--- config.mk ---
export PLATFORM = sky130hd
export DESIGN_NAME = cbl_classify
export DESIGN_NICKNAME = d
export VERILOG_FILES = /design/src/sv/cbl_pkg.sv /design/src/sv/cbl_classify.sv
export SDC_FILE = /design/constraint.sdc
export NUM_CORES = 1
export LEC_CHECK = 0
export BUFFER_PORTS_ARGS = -buffer_cell sky130_fd_sc_hd__buf_2
export CORE_AREA = 2 2 287 289
export DETAILED_ROUTE_END_ITERATION = 7
export DIE_AREA = 0 0 289 291
export GPL_TIMING_DRIVEN = 0
export PLACE_DENSITY = 0.43
export SYNTH_ARGS = -nofsm -noshare
export SYNTH_HDL_FRONTEND = slang
export SYNTH_SLANG_ARGS = --single-unit
--- constraint.sdc ---
create_clock -name clk -period 2.6 [get_ports clk]
set_clock_uncertainty 0.1 [all_clocks]
set_input_delay 0.39 -clock clk [delete_from_list [all_inputs] [get_ports clk]]
set_output_delay 0.39 -clock clk [all_outputs]
set_load 0.005 [all_outputs]
--- src/sv/cbl_pkg.sv ---
package cbl_pkg;

    // Field types
    typedef logic signed [31:0] coord_t;
    typedef logic signed [15:0] comp_t;
    typedef logic signed [47:0] prod_t;
    typedef logic signed [49:0] psum_t;
    typedef logic [47:0]        axis_t;
    typedef logic [63:0]        limits_t;

    localparam int CfgIndexW = 3;
    localparam int CfgDataW  = 64;
    localparam int FracDrop  = 14;

    // Register indexes of the configuration port
    typedef enum logic [CfgIndexW-1:0] {
        REG_RIGHT_AXIS = 3'd0,
        REG_UP_AXIS    = 3'd1,
        REG_DIR_AXIS   = 3'd2,
        REG_U_LIMITS   = 3'd3,
        REG_V_LIMITS   = 3'd4,
        REG_DEPTH      = 3'd5
    } cfg_index_t;

    // Footprint classes
    typedef enum logic [1:0] {
        CLS_INVALID  = 2'd0,
        CLS_OUTSIDE  = 2'd1,
        CLS_INSIDE   = 2'd2,
        CLS_STRADDLE = 2'd3
    } class_t;

    localparam axis_t RightAxisReset = 48'h0000_0000_4000;
    localparam axis_t UpAxisReset    = 48'h0000_4000_0000;
    localparam axis_t DirAxisReset   = 48'h4000_0000_0000;

    localparam coord_t CoordMax = 32'sh7FFF_FFFF;
    localparam coord_t CoordMin = 32'sh8000_0000;

    typedef struct packed {
        coord_t x;
        coord_t y;
        coord_t z;
    } vec3_t;

    // Configuration register set as seen by the datapath
    typedef struct packed {
        axis_t   right_axis;
        axis_t   up_axis;
        axis_t   dir_axis;
        limits_t u_limits;
        limits_t v_limits;
        limits_t depth_limits;
    } cfg_t;

    // Projection extents of one box
    typedef struct packed {
        coord_t min_u;
        coord_t max_u;
        coord_t min_v;
        coord_t max_v;
        coord_t min_w;
        coord_t max_w;
    } extent_t;

    // Q16.16 times Q2.14, exact
    function automatic prod_t mul_q(input coord_t a, input comp_t b);
        prod_t p;
        p = a * b;
        return p;
    endfunction

    // Drop the low fraction bits (floor) and clamp to 32 bits
    function automatic coord_t sat_floor(input psum_t s);
        logic signed [35:0] q;
        coord_t r;
        q = s[49:FracDrop];
        if (q[35:31] == 5'b00000 || q[35:31] == 5'b11111)
            r = q[31:0];
        else if (q[35])
            r = CoordMin;
        else
            r = CoordMax;
        return r;
    endfunction

endpackage

--- src/sv/cbl_classify.sv ---
module cbl_classify
    import cbl_pkg::*;
(
    input  logic    clk,
    input  logic    en,
    input  logic    box_ok,
    input  extent_t ext,
    input  cfg_t    cfg,
    output class_t  cls,
    output extent_t ext_out,
    output logic    near_clip,
    output logic    far_clip,
    output logic    depth_in,
    output logic    depth_out
);

    coord_t umin;
    coord_t umax;
    coord_t vmin;
    coord_t vmax;
    coord_t near_w;
    coord_t far_w;
    logic   overlaps;
    logic   enclosed;

    class_t  cls_reg;
    class_t  cls_next;
    extent_t ext_reg;
    extent_t ext_next;
    logic    near_reg;
    logic    near_next;
    logic    far_reg;
    logic    far_next;
    logic    din_reg;
    logic    din_next;
    logic    dout_reg;
    logic    dout_next;

    assign umin   = cfg.u_limits[31:0];
    assign umax   = cfg.u_limits[63:32];
    assign vmin   = cfg.v_limits[31:0];
    assign vmax   = cfg.v_limits[63:32];
    assign near_w = cfg.depth_limits[31:0];
    assign far_w  = cfg.depth_limits[63:32];

    // Compare the extents against the receiver square and depth range
    always_comb
    begin
        overlaps = (ext.max_u >= umin) && (ext.min_u <= umax)
                && (ext.max_v >= vmin) && (ext.min_v <= vmax);
        enclosed = (ext.min_u > umin) && (ext.max_u < umax)
                && (ext.min_v > vmin) && (ext.max_v < vmax);

        cls_next  = CLS_INVALID;
        ext_next  = '0;
        near_next = 1'b0;
        far_next  = 1'b0;
        din_next  = 1'b0;
        dout_next = 1'b0;
        if (box_ok)
        begin
            priority if (!overlaps)
                cls_next = CLS_OUTSIDE;
            else if (enclosed)
                cls_next = CLS_INSIDE;
            else
                cls_next = CLS_STRADDLE;
            ext_next  = ext;
            near_next = ext.min_w < near_w;
            far_next  = ext.max_w > far_w;
            din_next  = !(ext.min_w < near_w) && !(ext.max_w > far_w);
            dout_next = (ext.max_w < near_w) || (ext.min_w > far_w);
        end
    end

    // Hold the result word while the receiver stalls
    always_ff @(posedge clk)
    begin
        if (en)
        begin
            cls_reg  <= cls_next;
            ext_reg  <= ext_next;
            near_reg <= near_next;
            far_reg  <= far_next;
            din_reg  <= din_next;
            dout_reg <= dout_next;
        end
    end

    assign cls       = cls_reg;
    assign ext_out   = ext_reg;
    assign near_clip = near_reg;
    assign far_clip  = far_reg;
    assign depth_in  = din_reg;
    assign depth_out = dout_reg;

endmodule

# --- Yosys cells after proc, flatten, opt, wreduce, memory -nomap -nowiden ---
# Cells that the tools add are included.
# W data, S select, Z words.
classes:
  magnitude_cmp: 12
  muxes: 2
  n_reduce_logical: 11
op_table:
  columns: ["cell", "count"]
  rows:
  - ["$gt A32 B32 Y1", 4]
  - ["$lt A32 B32 Y1", 4]
  - ["$ge A32 B32 Y1", 2]
  - ["$le A32 B32 Y1", 2]
  - ["$logic_and A1 B1 Y1", 7]
  - ["$logic_not A1 Y1", 2]
  - ["$mux W1", 2]
  - ["$reduce_and A2 Y1", 1]
  - ["$logic_or A1 B1 Y1", 1]
word_totals:
  reg_bits: 198
  inputBits: 531
  output_inout_bits: 198
  elab_cells: 37

# --- Longest topological paths before layout ---
# Gate-level depths: netlist of run 1.
depth:
  ltp_word: 6
  ltp_mapped: 10
  depth_no_buf: 10

# --- Worst setup path before layout of run 1 ---
# Ideal clock, no wire load.
synth_path:
  path_type: "input to register"
  from: "in cfg[110] (netlist bit)"
  to: "reg cls_reg[0] (netlist: cls[0]) (data pin)"
  setup_ns: 0.277
  t_arrival_ns: 2.064
  required_time_ns: 2.223
  setup_slack_ns: 0.160
  cell_stages: 10
  n_path_buf: 0
  cell_sequence: "inv_1 > ha_1 > a21oi_1 > nand2_1 > a21o_1 > o41ai_1 > o2111ai_1 > mux2i_1 > a211oi_1 > a41oi_1"
synth_via:
  elab_chain_len: 4
  word_cells_on_any_way: 6
  cone_classes: "order compare: 2; mux: 2; reduce/logical: 2"
synth_rtl:
  columns: ["element", "line", "source"]
  rows:
  - ["start: declaration", "cbl_classify.sv:8", "input cfg_t cfg,"]
  - ["$lt A32 B32 Y1", "cbl_classify.sv:52", "&& (ext.min_v > vmin) && (ext.max_v < vmax);"]
  - ["$logic_and A1 B1 Y1", "cbl_classify.sv:52", null]
  - ["$mux W1", "cbl_classify.sv:64", "else if (enclosed)"]
  - ["$mux W1 *", "cbl_classify.sv:62", "priority if (!overlaps)"]
  - ["end signal: assignment", "cbl_classify.sv:81", "cls_reg <= cls_next;"]
  - ["end: declaration", "cbl_classify.sv:26", "class_t cls_reg;"]
# Mark *: on every way between the ends. The rest lies on a longest branch, timed or not.
# A chain may end at the register's enable or synchronous reset.

# --- Worst setup path in the final report of run 1 ---
layout_path:
  from: "in ext[182] (netlist bit)"
  to: "reg cls_reg[0] (netlist: cls[0]) (data pin)"
layout_via:
  elab_chain_len: 6
  word_cells_on_any_way: 10
  cone_classes: "order compare: 2; mux: 2; reduce/logical: 6"
layout_rtl:
  columns: ["element", "line", "source"]
  rows:
  - ["start: declaration", "cbl_classify.sv:7", "input extent_t ext,"]
  - ["$gt A32 B32 Y1", "cbl_classify.sv:51", "enclosed = (ext.min_u > umin) && (ext.max_u < umax)"]
  - ["$logic_and A1 B1 Y1", "cbl_classify.sv:51", null]
  - ["$logic_and A1 B1 Y1 (2 in series)", "cbl_classify.sv:52", null]
  - ["$mux W1", "cbl_classify.sv:64", null]
  - ["$mux W1 *", "cbl_classify.sv:62", null]
# Marked as above.

==> results of run 1 <==
## worst max-delay path, delay by kind of cell
| kind | cells | cell delay [ns] |
|---|---|---|
| simple gates | 5 | 1.31 |
| compound gates | 2 | 0.56 |
| fa+ha+maj | 1 | 0.32 |
| buf+inv | 1 | 0.14 |
## cell families after synthesis
kind of cell,count (synthesis)
and+or+nand+nor,434
AOI/OAI and AO/OA,333
DFF,198
muxes,4
buffers and inverters,221
adders and majority gates,380
## cells in the mapped netlist (all sizes together), types with 10 or more instances
cell type  count
nand2         53
ha           380
nor3          12
o21a          10
nand2b        10
and2         189
nor2b         18
inv          199
clkbuf        21
nor2          34
a21oi        119
edfxtp       198
a211oi        19
nand3         16
nand4         68
a21o          88
o21ai         53
## final timing paths
path / to / slack [ns] / cells after the start
worst max-delay path: cls[0] / -0.01 / 9
worst min-delay path: ext_out[163] / 0.11 / 2
## layer usage
metal	vias to the layer above	track usage
met1	6699	0.220
met4	12	0.0421
met2	438	0.261
li1	7011	-
met3	63	0.0413
met5	-	0
## layout make-up
cell class                 instances  area [um2]
clock inverter                    15         174
tap                             1070        1340
inverter                         200         752
timing repair buffer             589        2990
multi-input combinational       1151        9700
fill                            8762       59800
sequential                       198        5950
clock buffer                      17         425
buffer                            21        78.8
antenna                           14        35.0
## cells in the final DEF, fill, tap and decap left out, drive strengths merged, types with 14 or more instances in the layout
cell and count:
nand4 68, a21oi 119, nand2 53, o21ai 53, a21o 88, a211oi 19, ha 380, nand3 16
edfxtp 198, inv 204, clkbuf 38, buf 589, and2 189, nor2b 18, diode 14, nor2 34
## repair_timing
item,4_1_cts,5_1_grt
endpoints found under the setup margin,3,4
resized for setup,22,31
gates cloned,0,0
hold buffers,0,0
buffers inserted,2,3
pin swaps,6,14
## power groups by stage
stage / logic [uW] / registers (uW) / clock network [uW]
6_report: 2560 / 3870 / 3010
5_1_grt: 2890 / 3900 / 3220
3_3_place_gp: 2470 / 3960 / 0
3_5_place_dp: 2520 / 3940 / 0
2_1_floorplan: 1160 / 3970 / 0
4_1_cts: 2560 / 3870 / 3130
## through the flow
| stage | hold slack [ns] | setup slack, ns | TNS [ns] | total power (uW) | instances |
|---|---|---|---|---|---|
| floorplan | 0.402 | 0.160 | 0 | 5130 | 1570 |
| global placement | 0.622 | -1.95 | -386.35 | 6430 | 3223 |
| detailed placement | 0.620 | -1.17 | -8.30 | 6470 | 3224 |
| CTS | 0.0597 | -0.0367 | -0.0367 | 9560 | 3258 |
| global route | 0.0846 | -0.0561 | -0.0791 | 10000 | 3266 |
| finish | 0.108 | -0.0150 | -0.0150 | 9440 | 3275 |
==> results.py, run 1 <==
metrics = {
    "timing": {
        "period_needed_ns": 2.61,
        "finalMaxSlewViolations": 0,
        "finalHoldViolCount": 0,
        "setup_viol": 1,
        "postLayoutSetupSlackWorst_ns": -0.0150,
        "fin_crit_sh": 1.01,
        "worst_slew_pin_slew_ns": 1.19,
        "timing.fmax_ghz": 0.382,
        "slew_headroom": 0.203,
        "grt_setup_unrepaired": "true",
    },
    "logic_synthesis": {
        "synth_top_area_cell": "edfxtp_1",
        "synth-compound-area-share": 0.130,
        "yosysUniqueCellTypes": 57,
        "synth-main-ff-cell": "edfxtp_1",
        "syn_inst": 1570,
        "synth-edff-count": 198,
        "synthAdderAreaFrac": 0.293,
        "avgSynthCellArea_um2": 10.3,
        "synthesis.area_mm2": 0.0162,
        "ys_seq_elements": 198,
        "synth_top_family_by_area": "adder cells",
        "synth_xor_area_frac": 0,
        "synth_top_cells_by_area": "edfxtp_1, ha_1, and2_1",
        "async_reset_ff_frac": 0,
        "synth-simple-area-share": 0.156,
        "syn_nets": 2481,
        "yosys_warnings": 0,
        "seq_area_frac_synth": 0.367,
        "yosysTopAreaCellShare": 0.367,
        "synth_mux_area_frac": 0.00255,
    },
    "cells_and_area": {
        "layout.nets": 3089,
        "drive_above_1_share": 0.303,
        "largest_reg_flops": 192,
        "final_util": 0.264,
        "postLayoutCellArea_mm2": 0.0214,
        "syn2layout_area_growth_pct": 32.3,
    },
    "floorplan": {
        "ioPinCount": 729,
        "die_y_um": 291,
        "core_region_area_mm2": 0.0812,
        "die_width_um": 289,
        "rows": 105,
        "start_util": 0.200,
        "die_area_mm2": 0.0841,
    },
    "worst_setup_path": {
        "cp.required_ns": 2.73,
        "max_stage_delay_ns": 0.42,
        "path_cells": "buf_2 > ha_1 > nand4_1 > nor3_1 > and3_2 > a32oi_2 > nand3_1 > nor4_2 > a41oi_2",
        "cp_max_fo": 3,
        "critPathKind": "input pin to register",
        "end_kind": "register",
        "crit_arrival_ns": 2.75,
        "start_kind": "input pin",
        "slowest_stage": "a32oi_2",
        "setup.worst_path.start": "ext[182]",
    },
    "clock_network": {
        "clock_path_buffers": 2,
        "cts.sinks": 198,
        "cts_tree": "yes",
        "cts-buffers-inserted": 17,
        "htreeDepth": 4,
        "clockRootBuffer": "clkbuf_16",
        "clkSlewWorstSetupHoldPaths_ns": 0.08,
    },
    "outcome": {
        "outcome": "finished, violations left",
        "violations": "negative setup slack",
    },
    "drt": {
        "drc": 0,
        "drt_pass1_iterations": 5,
        "drt_iter0_markers": 689,
        "vias": 14200,
        "avgRoutedWirePerCell_um": 21.4,
        "drt-met1-wl_um": 32700,
        "routed-wl-met3_um": 4610,
        "wl_met2_um": 31700,
        "via_per_inst": 4.34,
        "postRouteAntennaNets": 0,
        "drt-total-wl_um": 70100,
        "highest_layer": "met5",
    },
    "pwr": {
        "power.switching_uw": 3040,
        "power_frac_comb": 0.271,
        "seqPwrFrac": 0.410,
        "power_density_mw_per_mm2": 440,
        "p_sw_frac": 0.321,
        "leakagePower_uw": 0.0106,
        "p_int_uw": 6410,
        "peakVddDrop_v": 0.000371,
        "pwr-share-clk": 0.319,
    },
    "placed_design": {
        "dp_hpwl_um": 61100,
        "place_area_mm2": 0.0205,
        "numPortBuffers": 583,
        "place_congestion": 0.893,
    },
    "global_route": {
        "grt_max_degree": 101,
        "grt_pass1_wl_um": 98800,
        "grt_overflow": 0,
        "antenna_found_initial": 27,
        "grt_pass1_vias": 14900,
        "grt_util_all_layers": 0.164,
    },
    "min_path": {
        "hold_path.class": "input pin to register",
        "hp-start": "ext[163]",
    },
    "job": {
        "cap_viol_max_count": 0,
    },
}
Note: power is estimated with default switching activity, not from simulation.
==> run 2: changes to the inputs <==
- CORE_AREA: 2 2 287 289 -> 2 2 281 283
- DIE_AREA: 0 0 289 291 -> 0 0 283 285
- PLACE_DENSITY: 0.43 -> 0.44
==> run 2 against run 1 <==
The run now ends clean. First-iteration DRC count grew 10%. Total power shrank 0.85%. Highest routed layer unchanged. Critical path type unchanged. Sequential cell count is the same.
==> results.py, run 2 (same netlist as run 1, synthesis figures left out) <==
metrics = {
    "drt": {
        "drt_iter0_markers": 760,
        "via_per_inst": 4.40,
        "postRouteAntennaNets": 0,
        "drc": 0,
        "vias": 14300,
        "drt-total-wl_um": 69500,
        "avgRoutedWirePerCell_um": 21.4,
        "drt_pass1_iterations": 5,
    },
    "floorplan": {
        "die_width_um": 283,
        "die_y_um": 285,
        "die_area_mm2": 0.0807,
        "ioPinCount": 729,
        "start_util": 0.208,
        "rows": 103,
        "core_region_area_mm2": 0.0780,
    },
    "timing": {
        "period_needed_ns": 2.60,
        "fin_setup_tns_ns": 0,
        "worst_slew_pin_slew_ns": 0.968,
        "slew_headroom": 0.355,
        "setup_viol": 0,
        "finalMaxSlewViolations": 0,
        "finalHoldViolCount": 0,
        "timing.fmax_ghz": 0.385,
        "whs_ns": 0.107,
        "fin_crit_sh": 0.998,
        "postLayoutSetupSlackWorst_ns": 0.00457,
    },
    "placed_design": {
        "numPortBuffers": 583,
        "place_congestion": 0.882,
        "dp_hpwl_um": 59900,
        "pre_cts_ws_ns": -1.15,
        "place_inst": 3204,
    },
    "worst_setup_path": {
        "slowest_stage": "a32oi_2",
        "path_cells": "buf_2 > ha_1 > nand4_1 > nor3_1 > and3_1 > a32oi_2 > nand3_1 > nor4_2 > a41oi_2",
        "cp_max_fo": 3,
        "cp.required_ns": 2.74,
        "max_stage_delay_ns": 0.46,
        "critPathKind": "input pin to register",
        "cp.buffers_inverters": 1,
        "crit_arrival_ns": 2.74,
        "end_kind": "register",
        "path_delay_family": "simple AND/OR/NAND/NOR gates",
        "start_kind": "input pin",
    },
    "pwr": {
        "fin_total_pwr_uw": 9360,
        "leakagePower_uw": 0.0106,
        "peakVddDrop_v": 0.000365,
        "power_density_mw_per_mm2": 438,
    },
    "clock_network": {
        "cts.sinks": 198,
        "clock_path_buffers": 2,
        "ctsHoldBuffers": 0,
        "clkSlewWorstSetupHoldPaths_ns": 0.09,
        "cts-buffers-inserted": 17,
        "clockRootBuffer": "clkbuf_16",
        "htreeDepth": 4,
        "cts_tree": "yes",
    },
    "cells_and_area": {
        "syn2layout_area_growth_pct": 31.9,
        "drive_above_1_share": 0.301,
        "final_cell_mix": "buf_2, ha_1, edfxtp_1",
        "final_common_cell": "buf_2",
        "stdcell_count": 3250,
        "layout.nets": 3087,
        "fillCellCount": 8417,
        "largest_reg_flops": 192,
    },
    "global_route": {
        "grt_util_all_layers": 0.170,
        "antenna_found_initial": 26,
        "grt_pass1_vias": 14900,
        "grt_max_degree": 110,
        "grt_overflow": 0,
        "grt_pass1_wl_um": 99800,
    },
    "job": {
        "cap_viol_max_count": 0,
    },
    "min_path": {
        "hold_path.class": "input pin to register",
    },
    "outcome": {
        "outcome": "finished, final reports clean",
    },
}
## run 2: cell types whose count changed in the layout (fill, tap and decap cells not counted), sizes merged
cell      before  now
clkinvlp       2    1
clkinv         6    7
diode         14   11
bufinv         3    0
inv          204  207
buf          589  587
## run 2: cell type report
| cell class | count | area, um2 | share of cell area |
|---|---|---|---|
| Multi-Input combinational cell | 1151 | 9670 | 0.452 |
| Sequential cell | 198 | 5950 | 0.278 |
| Timing Repair Buffer | 587 | 2980 | 0.139 |
| Tap cell | 1050 | 1310 | 0.0615 |
| Inverter | 200 | 751 | 0.0351 |
| Clock buffer | 17 | 425 | 0.0199 |
| Clock inverter | 15 | 180 | 0.00843 |
| Buffer | 21 | 80.1 | 0.00375 |
| Antenna cell | 11 | 27.5 | 0.00129 |
## run 2: timing repair
action                     CTS  global route
setup endpoints to repair    2             2
resized for setup           15            28
pin swaps                    1            13
buffers inserted             1             2
## run 2: worst paths after layout
check	cells past startpoint	start	end
worst max-delay path	9	ext[183]	cls[0]
worst min-delay path	2	ext[114]	ext_out[114]
## run 2: through the flow
stage,area [um2],utilization
finish,21400,0.274
global route,21300,0.274
CTS,21200,0.271
detailed placement,20500,0.263
global placement,20400,0.262
floorplan,16200,-
## run 2: layer usage
layer | global-route usage | vias to the layer above | routed length, um
met5 | 0 | - | 94
met4 | 0.0468 | 16 | 1200
met3 | 0.0422 | 66 | 4200
met2 | 0.271 | 459 | 31700
met1 | 0.228 | 6763 | 32300
li1 | - | 6989 | -
## run 2: where the power goes
| group | internal [uW] | switching [uW] | leakage (uW) |
|---|---|---|---|
| clock network | 1310 | 1620 | 0.000290 |
| registers | 3790 | 67.6 | 0.00191 |
| logic | 1090 | 1490 | 0.00842 |
| total | 6190 | 3170 | 0.0106 |
