### src/sv/cbl_pkg.sv
package cbl_pkg;

    // Field types
    typedef logic signed [31:0] coord_t;
    typedef logic signed [15:0] comp_t;
    typedef logic signed [47:0] prod_t;
    typedef logic signed [49:0] psum_t;
    typedef logic [47:0]        axis_t;
    typedef logic [63:0]        limits_t;

    localparam int CfgIndexW = 3;
    localparam int CfgDataW  = 64;
    localparam int FracDrop  = 14;

    // Register indexes of the configuration port
    typedef enum logic [CfgIndexW-1:0] {
        REG_RIGHT_AXIS = 3'd0,
        REG_UP_AXIS    = 3'd1,
        REG_DIR_AXIS   = 3'd2,
        REG_U_LIMITS   = 3'd3,
        REG_V_LIMITS   = 3'd4,
        REG_DEPTH      = 3'd5
    } cfg_index_t;

    // Footprint classes
    typedef enum logic [1:0] {
        CLS_INVALID  = 2'd0,
        CLS_OUTSIDE  = 2'd1,
        CLS_INSIDE   = 2'd2,
        CLS_STRADDLE = 2'd3
    } class_t;

    localparam axis_t RightAxisReset = 48'h0000_0000_4000;
    localparam axis_t UpAxisReset    = 48'h0000_4000_0000;
    localparam axis_t DirAxisReset   = 48'h4000_0000_0000;

    localparam coord_t CoordMax = 32'sh7FFF_FFFF;
    localparam coord_t CoordMin = 32'sh8000_0000;

    typedef struct packed {
        coord_t x;
        coord_t y;
        coord_t z;
    } vec3_t;

    // Configuration register set as seen by the datapath
    typedef struct packed {
        axis_t   right_axis;
        axis_t   up_axis;
        axis_t   dir_axis;
        limits_t u_limits;
        limits_t v_limits;
        limits_t depth_limits;
    } cfg_t;

    // Projection extents of one box
    typedef struct packed {
        coord_t min_u;
        coord_t max_u;
        coord_t min_v;
        coord_t max_v;
        coord_t min_w;
        coord_t max_w;
    } extent_t;

    // Q16.16 times Q2.14, exact
    function automatic prod_t mul_q(input coord_t a, input comp_t b);
        prod_t p;
        p = a * b;
        return p;
    endfunction

    // Drop the low fraction bits (floor) and clamp to 32 bits
    function automatic coord_t sat_floor(input psum_t s);
        logic signed [35:0] q;
        coord_t r;
        q = s[49:FracDrop];
        if (q[35:31] == 5'b00000 || q[35:31] == 5'b11111)
            r = q[31:0];
        else if (q[35])
            r = CoordMin;
        else
            r = CoordMax;
        return r;
    endfunction

endpackage

### src/sv/cbl_cfg_regs.sv
module cbl_cfg_regs
    import cbl_pkg::*;
(
    input  logic                 clk,
    input  logic                 rst_n,
    input  logic                 cfg_valid,
    input  logic                 cfg_ready,
    input  logic [CfgIndexW-1:0] cfg_index,
    input  logic [CfgDataW-1:0]  cfg_data,
    output cfg_t                 cfg
);

    cfg_t cfg_reg;
    cfg_t cfg_next;

    // Decode the write word into the addressed register
    always_comb
    begin
        cfg_next = cfg_reg;
        if (cfg_valid && cfg_ready)
        begin
            unique case (cfg_index_t'(cfg_index))
                REG_RIGHT_AXIS: cfg_next.right_axis   = cfg_data[47:0];
                REG_UP_AXIS:    cfg_next.up_axis      = cfg_data[47:0];
                REG_DIR_AXIS:   cfg_next.dir_axis     = cfg_data[47:0];
                REG_U_LIMITS:   cfg_next.u_limits     = cfg_data;
                REG_V_LIMITS:   cfg_next.v_limits     = cfg_data;
                REG_DEPTH:      cfg_next.depth_limits = cfg_data;
                default:        cfg_next = cfg_reg;
            endcase
        end
    end

    always_ff @(posedge clk or negedge rst_n)
    begin
        if (!rst_n)
        begin
            cfg_reg.right_axis   <= RightAxisReset;
            cfg_reg.up_axis      <= UpAxisReset;
            cfg_reg.dir_axis     <= DirAxisReset;
            cfg_reg.u_limits     <= '0;
            cfg_reg.v_limits     <= '0;
            cfg_reg.depth_limits <= '0;
        end
        else
        begin
            cfg_reg <= cfg_next;
        end
    end

    assign cfg = cfg_reg;

endmodule

### config.mk
export PLATFORM = sky130hd
export DESIGN_NAME = cbl_cfg_regs
export DESIGN_NICKNAME = d
export VERILOG_FILES = /design/src/sv/cbl_pkg.sv /design/src/sv/cbl_cfg_regs.sv
export SDC_FILE = /design/constraint.sdc
export NUM_CORES = 1
export LEC_CHECK = 0
export BUFFER_PORTS_ARGS = -buffer_cell sky130_fd_sc_hd__buf_2
export CAP_MARGIN = 20
export CORE_ASPECT_RATIO = 0.5
export CORE_MARGIN = 2
export CORE_UTILIZATION = 35
export DETAILED_ROUTE_END_ITERATION = 8
export PLACE_DENSITY_LB_ADDON = 0.08
export SYNTH_ARGS = -nofsm -noshare
export SYNTH_HDL_FRONTEND = slang
export SYNTH_SLANG_ARGS = --single-unit
### constraint.sdc
create_clock -name clk -period 0.95 [get_ports clk]
set_clock_uncertainty 0.15 [all_clocks]
set_input_delay 0.1425 -clock clk [delete_from_list [all_inputs] [get_ports clk]]
set_output_delay 0.1425 -clock clk [all_outputs]
set_load 0.01 [all_outputs]
* Yosys cells after proc, flatten, opt, wreduce, memory -nomap -nowiden *
Index checks and enable logic that the tools add are counted.

word-level totals
  register bits = 336
  latch bits = 0
  bits in writable memories = 0
  bits in read-only memories = 0
  output and inout bits = 336
  word-level logic and storage cells = 19
  memories = 0

operators by class
  add/sub/neg operators = 0
  multiply operators = 0
  div/mod/pow operators = 0
  order comparisons = 0
  equality and inequality tests = 5
  shift-type cells = 0
  muxes and demuxes = 0
  bitwise gates (word level) = 0
  reduce and logical (&&, ||, !) cells = 8

operator list
  kind                                                              count
  2-bit AND reduction                                               6
  3-bit by 2-bit == test with 1-bit output (second input constant)  2
  3-bit == test (second input constant)                             2
  3-bit by 1-bit == test with 1-bit output (second input constant)  1
  3-bit logical NOT                                                 1
  1-bit logical AND                                                 1

* Logic depth before layout (Yosys ltp) *
Gate-level depths: netlist (run 1).

  depth after elaboration = 2
  mapped depth = 5
  depth with buffers taken out = 3

* Least setup slack after synthesis (run 1) *
Ideal clock, no wire load.

  path kind = input to register
  start = input cfg_index[1]
  end = register cfg_reg (netlist bit cfg[10])
  setup time = 0.125 ns
  arrival time = 1.223 ns
  slack = -0.548 ns
  stages on the path = 4
  cell sequence = nand2b_1 -> nor2_2 -> buf_6 -> mux2_2

on the way
  word-level cells in the longest chain between the ends = 2

ends and longest elaborated chain
  element                        RTL line            text
  from (decl)                    cbl_cfg_regs.sv:8   input logic [CfgIndexW-1:0] cfg_index,
  3-bit == test                  cbl_cfg_regs.sv:22  unique case (cfg_index_t'(cfg_index))
  2-bit AND reduction (no line)  n/a
  to (signal assigned)           cbl_cfg_regs.sv:47  cfg_reg <= cfg_next;
  to (decl)                      cbl_cfg_regs.sv:13  cfg_t cfg_reg;

No other way between the ends.
A chain may end at the register's enable or synchronous reset.

* Final worst setup path (run 1) *
  start = register cfg_reg (netlist bit cfg[238])
  end = output cfg[238] in the netlist's numbering

RTL lines
  element    RTL line            text
  to (decl)  cbl_cfg_regs.sv:10  output cfg_t cfg

No word-level cell between the ends.

==> impl_metrics.ini, run 1 <==
[setup_path]
critPathSlowestCell = dfstp_2
cp.arrival_ns = 1.16
slowest_delay_ns = 0.54
critPathKind = register to output port
worst_setup_path_start_kind = register
critPathCaptureType = output port
crit_chain = buf_6
required_ns = 0.66
crit_family = flip-flops
path_buf_inv = 1
cp_max_fo = 2

[die]
coreArea_mm2 = 0.0359
die_area_mm2 = 0.0381
io_pins = 407
chipHeight_um = 139
rows = 49
die_w_um = 274
start_util = 0.355

[worst_hold_path]
worstHoldPathType = input pin to async pin

[power]
leakage_nw = 11.5
p_sw_frac = 0.273
power_switching_w = 0.0138
p_int_w = 0.0367
powerDensity_mw_per_mm2 = 2250
total_power_w = 0.0504
p_seq_frac = 0.394
comb_power_share = 0.335
ir_worst_vdd_uv = 1240
pwr-share-clk = 0.271

[sta]
min_period_ns = 1.45
slew_headroom = 0.848
setup_viol = 671
hold_violations = 12
timing.fmax_ghz = 0.688
holdWs_ns = -0.0929
rsz0062_at_grt = yes
tightest_slew_ns = 0.228
min_period_over_period = 1.53
finalMaxSlewViolations = 0
setup_ws_ns = -0.504

[global_route]
grt_pass1_wl_mm = 65.0
grt_pass1_vias = 10000
grt_max_degree = 31
grtUsageTotal = 0.227
antenna_found_initial = 0
overflow = 0

[clock_network]
clkSlewWorstSetupHoldPaths_ns = 0.06
ctsHoldBuffers = 65
insertion_delay_ns = 0.51
cts_max_level = 2
cts_made_buffers = 34
cts_tree = built
cts.path.max_buffers = 3
clock-sinks = 336
clockRootBuffer = clkbuf_16

[routing]
drt_first_pass_iters = 4
drc_errors = 0
wl_per_cell_um = 21.9
vias = 9189
drtIter0Drc = 320
ant_nets = 0
viasPerCell = 4.60
totalWireLength_mm = 43.8

[layout]
diodes = 0
largest_register_ffs = 336
area_growth_pct = 76.1
finish.net_count = 1561
drive_above_1_share = 0.728

[flow_run]
max_cap_violations = 0

[place]
dp_hpwl_mm = 26.5
port_buffers = 406
finalWeightedCongestion = 0.769

[synthesis]
ys_seq_area_frac = 0.660
synth_warnings = 0
synth_area_per_cell_um2 = 17.8
yosysUniqueCellTypes = 17
synthesis.nets = 788
syn-cell-area_mm2 = 0.0128
ys_ff_latch = 336
synthCells = 717

[run_status]
status = finished, violations left
violations = hold timing, setup timing
worst paths after layout:
kind                              start       end  slack (ns)  cells after the start
setup / recovery               cfg[238]  cfg[238]       -0.50                      1
hold / removal                    rst_n  cfg[178]       -0.09                      2
setup reg to reg                cfg[80]   cfg[80]       -0.22                      3
hold reg to reg                cfg[178]  cfg[178]        0.35                      1
max in group asynchronous         rst_n   cfg[57]        0.15                      4
min in group clk           cfg_index[1]   cfg[67]        0.17                      5
cell type report:
class | instances | area [um^2]
sequential | 336 | 8410
multi-input combinational | 347 | 4940
tap | 484 | 606
fill | 2759 | 13500
timing repair buffer | 771 | 7380
clock buffer | 57 | 1080
clock inverter | 4 | 45.0
layer usage:
layer,vias to the layer above,global-route usage,wire (um)
li1,4090,-,-
met1,4798,0.306,19300
met2,213,0.373,21300
met3,88,0.0386,1720
met4,0,0.0738,1430
met5,-,0,0
power groups by stage:
stage          logic [W]  clock network [W]  registers, W
4_1_cts           0.0156             0.0140        0.0197
3_5_place_dp      0.0112                  0        0.0196
6_report          0.0169             0.0137        0.0199
5_1_grt           0.0178             0.0146        0.0202
2_1_floorplan    0.00398                  0        0.0211
3_3_place_gp      0.0110                  0        0.0195
what timing repair did:
action | in CTS | in global routing
hold endpoints to repair | 672 | 12
endpoints found under the setup margin | 669 | 672
setup buffers | 152 | 107
resized for setup | 363 | 101
gates cloned | 30 | 1
pin swaps | 7 | 4
Yosys cell counts:
library cell | count | area, um^2
nor2_1 | 1 | 3.75
nand3_2 | 1 | 10.0
buf_6 | 12 | 135
nand3_1 | 1 | 5.00
or3_1 | 1 | 6.26
mux2_2 | 256 | 2880
dfstp_2 | 3 | 78.8
nor2_2 | 1 | 6.26
nand2_1 | 2 | 7.51
and3b_1 | 2 | 17.5
mux2_4 | 60 | 901
nor3_2 | 1 | 10.0
dfrtp_1 | 333 | 8330
buf_4 | 6 | 45.0
mux2_1 | 20 | 225
nand2b_1 | 1 | 6.26
buf_2 | 16 | 80.1
logic make-up (layout without fill, tap and decap cells):
kind of cell	after synthesis	count (layout)	synth area share
buffers and inverters	34	832	0.0204
multiplexers	336	336	0.314
AND/OR/NAND/NOR	11	11	0.00569
flip-flops	336	336	0.660
per-stage QoR:
stage               setup slack [ns]  area [um^2]   util  std cells  TNS, ns
floorplan                     -0.496        13400      -        717  -133.67
global placement              -0.719        16600  0.461       1642  -218.09
detailed placement            -0.748        16600  0.461       1642  -220.38
CTS                           -0.523        21900  0.610       1947  -191.35
global route                  -0.543        22500  0.625       1999  -194.96
finish                        -0.504        22500  0.625       1999  -179.96
cell usage in the layout, fill, tap and decap left out, drive strengths merged, types with 2 or more instances in the layout:
cell,count
dfstp,3
and3b,2
nand3,2
dlygate4sd3,65
clkinv,3
nand2,2
clkbuf,58
buf,705
dfrtp,333
nor2,2
mux2,336
Note: power is estimated with default switching activity, not from simulation.
==> run 2: changes to the inputs <==
Settings changed: CAP_MARGIN 20 to 10, CORE_ASPECT_RATIO 0.5 to unset, SETUP_SLACK_MARGIN set to 0.2.
==> run 2 against run 1 <==
- the run still ends with hold timing, setup timing left
- final cell count is 3.6% lower
- register-to-register slack about the same
- total power up 1.9%
==> impl_metrics.ini, run 2 (same netlist as run 1, synthesis figures left out) <==
[run_status]
status = finished, violations left
violations = hold timing, setup timing

[sta]
finalMaxSlewViolations = 0
holdWs_ns = -0.729
setup_ws_ns = -0.542
tightest_slew_ns = 0.369
hold_violations = 658
min_period_over_period = 1.57
rsz0062_at_grt = yes
timing.fmax_ghz = 0.670
slew_headroom = 0.754
finalSetupTns_ns = -207.83
min_period_ns = 1.49
setup_viol = 672

[place]
dp_hpwl_mm = 25.4
port_buffers = 406
place_inst = 1610
finalWeightedCongestion = 0.751

[die]
die_w_um = 195
coreArea_mm2 = 0.0357
rows = 69
io_pins = 407
chipHeight_um = 195
start_util = 0.357
die_area_mm2 = 0.0380

[routing]
met1_length_mm = 18.1
drc_errors = 0
top_layer = met4
vias = 9006
met3_length_mm = 2.73
ant_nets = 0
wl_met2_mm = 21.4
drtIter0Drc = 243
drt_first_pass_iters = 4
totalWireLength_mm = 43.3
wl_per_cell_um = 22.5
viasPerCell = 4.67

[clock_network]
insertion_delay_ns = 0.55
clock-sinks = 336
clkSlewWorstSetupHoldPaths_ns = 0.06
clockRootBuffer = clkbuf_16
cts_max_level = 2
cts_made_buffers = 38
cts_tree = built
cts.path.max_buffers = 3

[power]
powerDensity_mw_per_mm2 = 2310
ir_worst_vdd_uv = 1510
leakage_nw = 11.4

[setup_path]
critPathKind = register to output port
worst_setup_path_start_kind = register
crit_family = flip-flops
path_buf_inv = 1
critPathSlowestCell = dfstp_2
cp.arrival_ns = 1.20
required_ns = 0.66
cp_max_fo = 2
crit_chain = buf_6
slowest_delay_ns = 0.55
critPathCaptureType = output port

[flow_run]
max_cap_violations = 0

[layout]
layout_commonest_cell = dfrtp_1
drive_above_1_share = 0.766
area_growth_pct = 74.4
final_cell_mix = dfrtp_1, mux2_4, buf_2, buf_6, buf_4
largest_register_ffs = 336
diodes = 0
fillers = 2695
final_cells = 1928
finish.net_count = 1514

[global_route]
grt_pass1_wl_mm = 63.9
grtUsageTotal = 0.225
grt_pass1_vias = 9592
antenna_found_initial = 0
grt_max_degree = 45
overflow = 0

[worst_hold_path]
worstHoldPathType = input pin to async pin
-- run 2: cell count changes in the layout (fill, tap and decap cells not counted), moves of 2 or more --
cell	delta
buf_4	-3
buf_16	+16
buf_12	-13
mux2_2	+4
buf_8	+7
dlygate4sd3_1	-63
mux2_1	-2
mux2_4	-2
clkbuf_16	+4
clkbuf_8	+2
clkbuf_1	-5
buf_2	+3
-- run 2: where the power goes --
part,internal [W],leakage [nW],switching (W),total (W)
clock,0.00914,0.630,0.00589,0.0150
sequential,0.0177,4.11,0.00221,0.0199
combinational,0.0106,6.62,0.00584,0.0165
total,0.0374,11.4,0.0139,0.0514
-- run 2: what timing repair did --
action | 4_1_cts | 5_1_grt
resized for setup | 369 | 93
cloned | 33 | 1
setup buffers | 129 | 89
hold buffers | 4 | 1
endpoints found under the setup margin | 672 | 688
hold endpoints to repair | 672 | 666
pin swaps | 8 | 3
-- run 2: path summary, 6_finish.rpt --
| kind | startpoint | endpoint | slack (ns) | cells after the start |
|---|---|---|---|---|
| setup / recovery | cfg[302] | cfg[302] | -0.54 | 1 |
| hold / removal | rst_n | cfg[108] | -0.73 | 1 |
| setup reg to reg | cfg[26] | cfg[26] | -0.22 | 3 |
| hold reg to reg | cfg[157] | cfg[157] | 0.35 | 1 |
| max in group asynchronous | rst_n | cfg[1] | 0.26 | 3 |
| min in group clk | cfg_data[60] | cfg[124] | -0.29 | 2 |
-- run 2: area by class of cell --
| cell class | count | area (um^2) | share of cell area |
|---|---|---|---|
| Sequential cell | 336 | 8410 | 0.378 |
| Clock buffer | 58 | 1190 | 0.0535 |
| Clock inverter | 6 | 83.8 | 0.00377 |
| Timing Repair Buffer | 719 | 7040 | 0.316 |
| Tap cell | 461 | 577 | 0.0259 |
| Multi-Input combinational cell | 348 | 4940 | 0.222 |
-- run 2: stage by stage --
stage	total power [W]	area (um^2)	utilization	worst slack, ns
floorplan	0.0251	13400	-	-0.496
global placement	0.0306	16400	0.458	-0.709
detailed placement	0.0307	16400	0.458	-0.723
CTS	0.0498	21100	0.591	-0.572
global route	0.0536	22200	0.622	-0.588
finish	0.0514	22200	0.622	-0.542
-- run 2: metal layers --
| metal | track usage | vias to the layer above |
|---|---|---|
| met5 | 0 | - |
| met1 | 0.284 | 4658 |
| met2 | 0.376 | 278 |
| li1 | - | 4008 |
| met3 | 0.0602 | 62 |
| met4 | 0.0724 | 0 |
==> run 3: changes to the inputs <==
==> constraint.sdc (replaced) <==
create_clock -name clk -period 0.95 [get_ports clk]
set_clock_uncertainty 0.15 [all_clocks]
set_input_delay 0.19 -clock clk [delete_from_list [all_inputs] [get_ports clk]]
set_output_delay 0.19 -clock clk [all_outputs]
set_load 0.01 [all_outputs]
==> run 3 against run 2 <==
- the run still ends with hold timing, setup timing left
- worst setup slack worse by 0.016 ns
- clock power about the same
- non-clock buffer count grew 13
- clock-buffer cell count is 5 higher
- global-route usage shrank 0.78 points
- register-to-register slack hardly changed
- maximum frequency shrank 1.1%
- combinational power is essentially flat
- highest routed layer unchanged
- design area grew 0.63%
- largest cell class unchanged
- utilization up 0.39 points
- sequential power about the same
- first-iteration DRC count grew 7.8%
==> impl_metrics.ini, run 3 (same netlist as run 1, synthesis figures left out) <==
[run_status]
status = finished, violations left
violations = hold timing, setup timing

[layout]
drive_above_1_share = 0.764
finish.net_count = 1527
area_growth_pct = 75.5
layout_commonest_cell = dfrtp_1
final_core_util = 0.626
diodes = 0
final_cell_mix = dfrtp_1, mux2_4, buf_2, buf_6, buf_4
largest_register_ffs = 336

[clock_network]
cts_max_level = 2
clkSlewWorstSetupHoldPaths_ns = 0.06
cts.path.max_buffers = 3
clockRootBuffer = clkbuf_16
clock-sinks = 336
cts_made_buffers = 38
cts_tree = built
insertion_delay_ns = 0.52

[sta]
timing.fmax_ghz = 0.663
setup_viol = 672
min_period_ns = 1.51
slew_headroom = 0.824
tightest_slew_ns = 0.265
holdWs_ns = -0.665
setup_ws_ns = -0.558
rsz0062_at_grt = yes
hold_violations = 672
min_period_over_period = 1.59
finalMaxSlewViolations = 0

[die]
chipHeight_um = 195
io_pins = 407
rows = 69
start_util = 0.357
die_w_um = 195
die_area_mm2 = 0.0380
coreArea_mm2 = 0.0357

[power]
powerDensity_mw_per_mm2 = 2290
ir_worst_vdd_uv = 1450
leakage_nw = 11.5
total_power_w = 0.0514

[setup_path]
cp_max_fo = 2
critPathCaptureType = output port
r2r_start = cfg[43]
critPathKind = register to output port
required_ns = 0.61
path_buf_inv = 1
crit_start = cfg[302]
crit_chain = buf_6
worst_setup_path_start_kind = register
slowest_delay_ns = 0.54
crit_family = flip-flops
cp.arrival_ns = 1.17
critPathSlowestCell = dfstp_2

[routing]
wl_per_cell_um = 22.3
viasPerCell = 4.62
totalWireLength_mm = 43.3
drt_first_pass_iters = 4
drc_errors = 0
ant_nets = 0
drtIter0Drc = 262
vias = 8988

[global_route]
overflow = 0
grtUsageTotal = 0.217
grt_max_degree = 43
antenna_found_initial = 0
grt_pass1_wl_mm = 62.1
grt_pass1_vias = 9389

[worst_hold_path]
worstHoldPathType = input pin to async pin

[place]
dp_hpwl_mm = 25.7
finalWeightedCongestion = 0.745
port_buffers = 406

[flow_run]
max_cap_violations = 0
==> run 3: cell types whose count changed in the layout (fill, tap and decap cells not counted) <==
cell	previous run	this run
clkbuf_8	10	7
mux2_1	0	1
buf_4	166	176
clkinv_2	3	5
mux2_2	67	53
buf_12	46	53
inv_6	1	0
dlygate4sd3_1	2	0
mux2_4	269	282
buf_16	34	27
buf_6	223	230
clkbuf_16	42	47
buf_8	14	7
clkbuf_1	7	15
==> run 3: area by class of cell <==
type / instances / area (um^2)
clock inverter: 7 / 85.1
sequential: 336 / 8410
tap: 461 / 577
timing repair buffer: 732 / 7140
clock buffer: 63 / 1180
multi-input combinational: 348 / 4990
fill: 2704 / 13400
==> run 3: path summary, 6_finish.rpt <==
path                                  to  slack [ns]  depth (start not counted)
worst max-delay path            cfg[302]       -0.56                          1
worst min-delay path            cfg[108]       -0.67                          1
worst max register to register   cfg[43]       -0.22                          3
worst min register to register  cfg[157]        0.35                          1
max in group asynchronous       cfg[120]        0.73                          3
min in group clk                cfg[116]       -0.23                          2
==> run 3: per-stage QoR <==
step	cells	cell area (um^2)	TNS, ns	setup slack, ns
3_5_place_dp	1620	16600	-237.46	-0.784
2_1_floorplan	717	13400	-149.63	-0.544
4_1_cts	1852	21100	-234.10	-0.583
5_1_grt	1947	22400	-268.71	-0.603
3_3_place_gp	1620	16600	-236.92	-0.772
6_report	1947	22400	-251.60	-0.558
==> run 3: repair_timing <==
item,4_1_cts,5_1_grt
cloned,27,6
pin swaps,5,4
setup endpoints to repair,672,672
gates resized for setup,323,124
buffers inserted,135,89
endpoints found under the hold margin,672,672
==> run 3: power by group <==
group / total, W / switching, W / internal, W
clock network: 0.0149 / 0.00588 / 0.00900
logic: 0.0166 / 0.00587 / 0.0107
registers: 0.0199 / 0.00220 / 0.0177
total: 0.0514 / 0.0140 / 0.0374
==> run 3: metal layers <==
| layer | vias to the layer above | routed length (um) | part of all wire | global-route usage |
|---|---|---|---|---|
| met3 | 72 | 2800 | 0.065 | 0.0637 |
| met2 | 283 | 20700 | 0.48 | 0.346 |
| met5 | - | 0 | 0 | 0 |
| met1 | 4607 | 18900 | 0.44 | 0.289 |
| met4 | 0 | 980 | 0.023 | 0.0622 |
| li1 | 4026 | - | - | - |
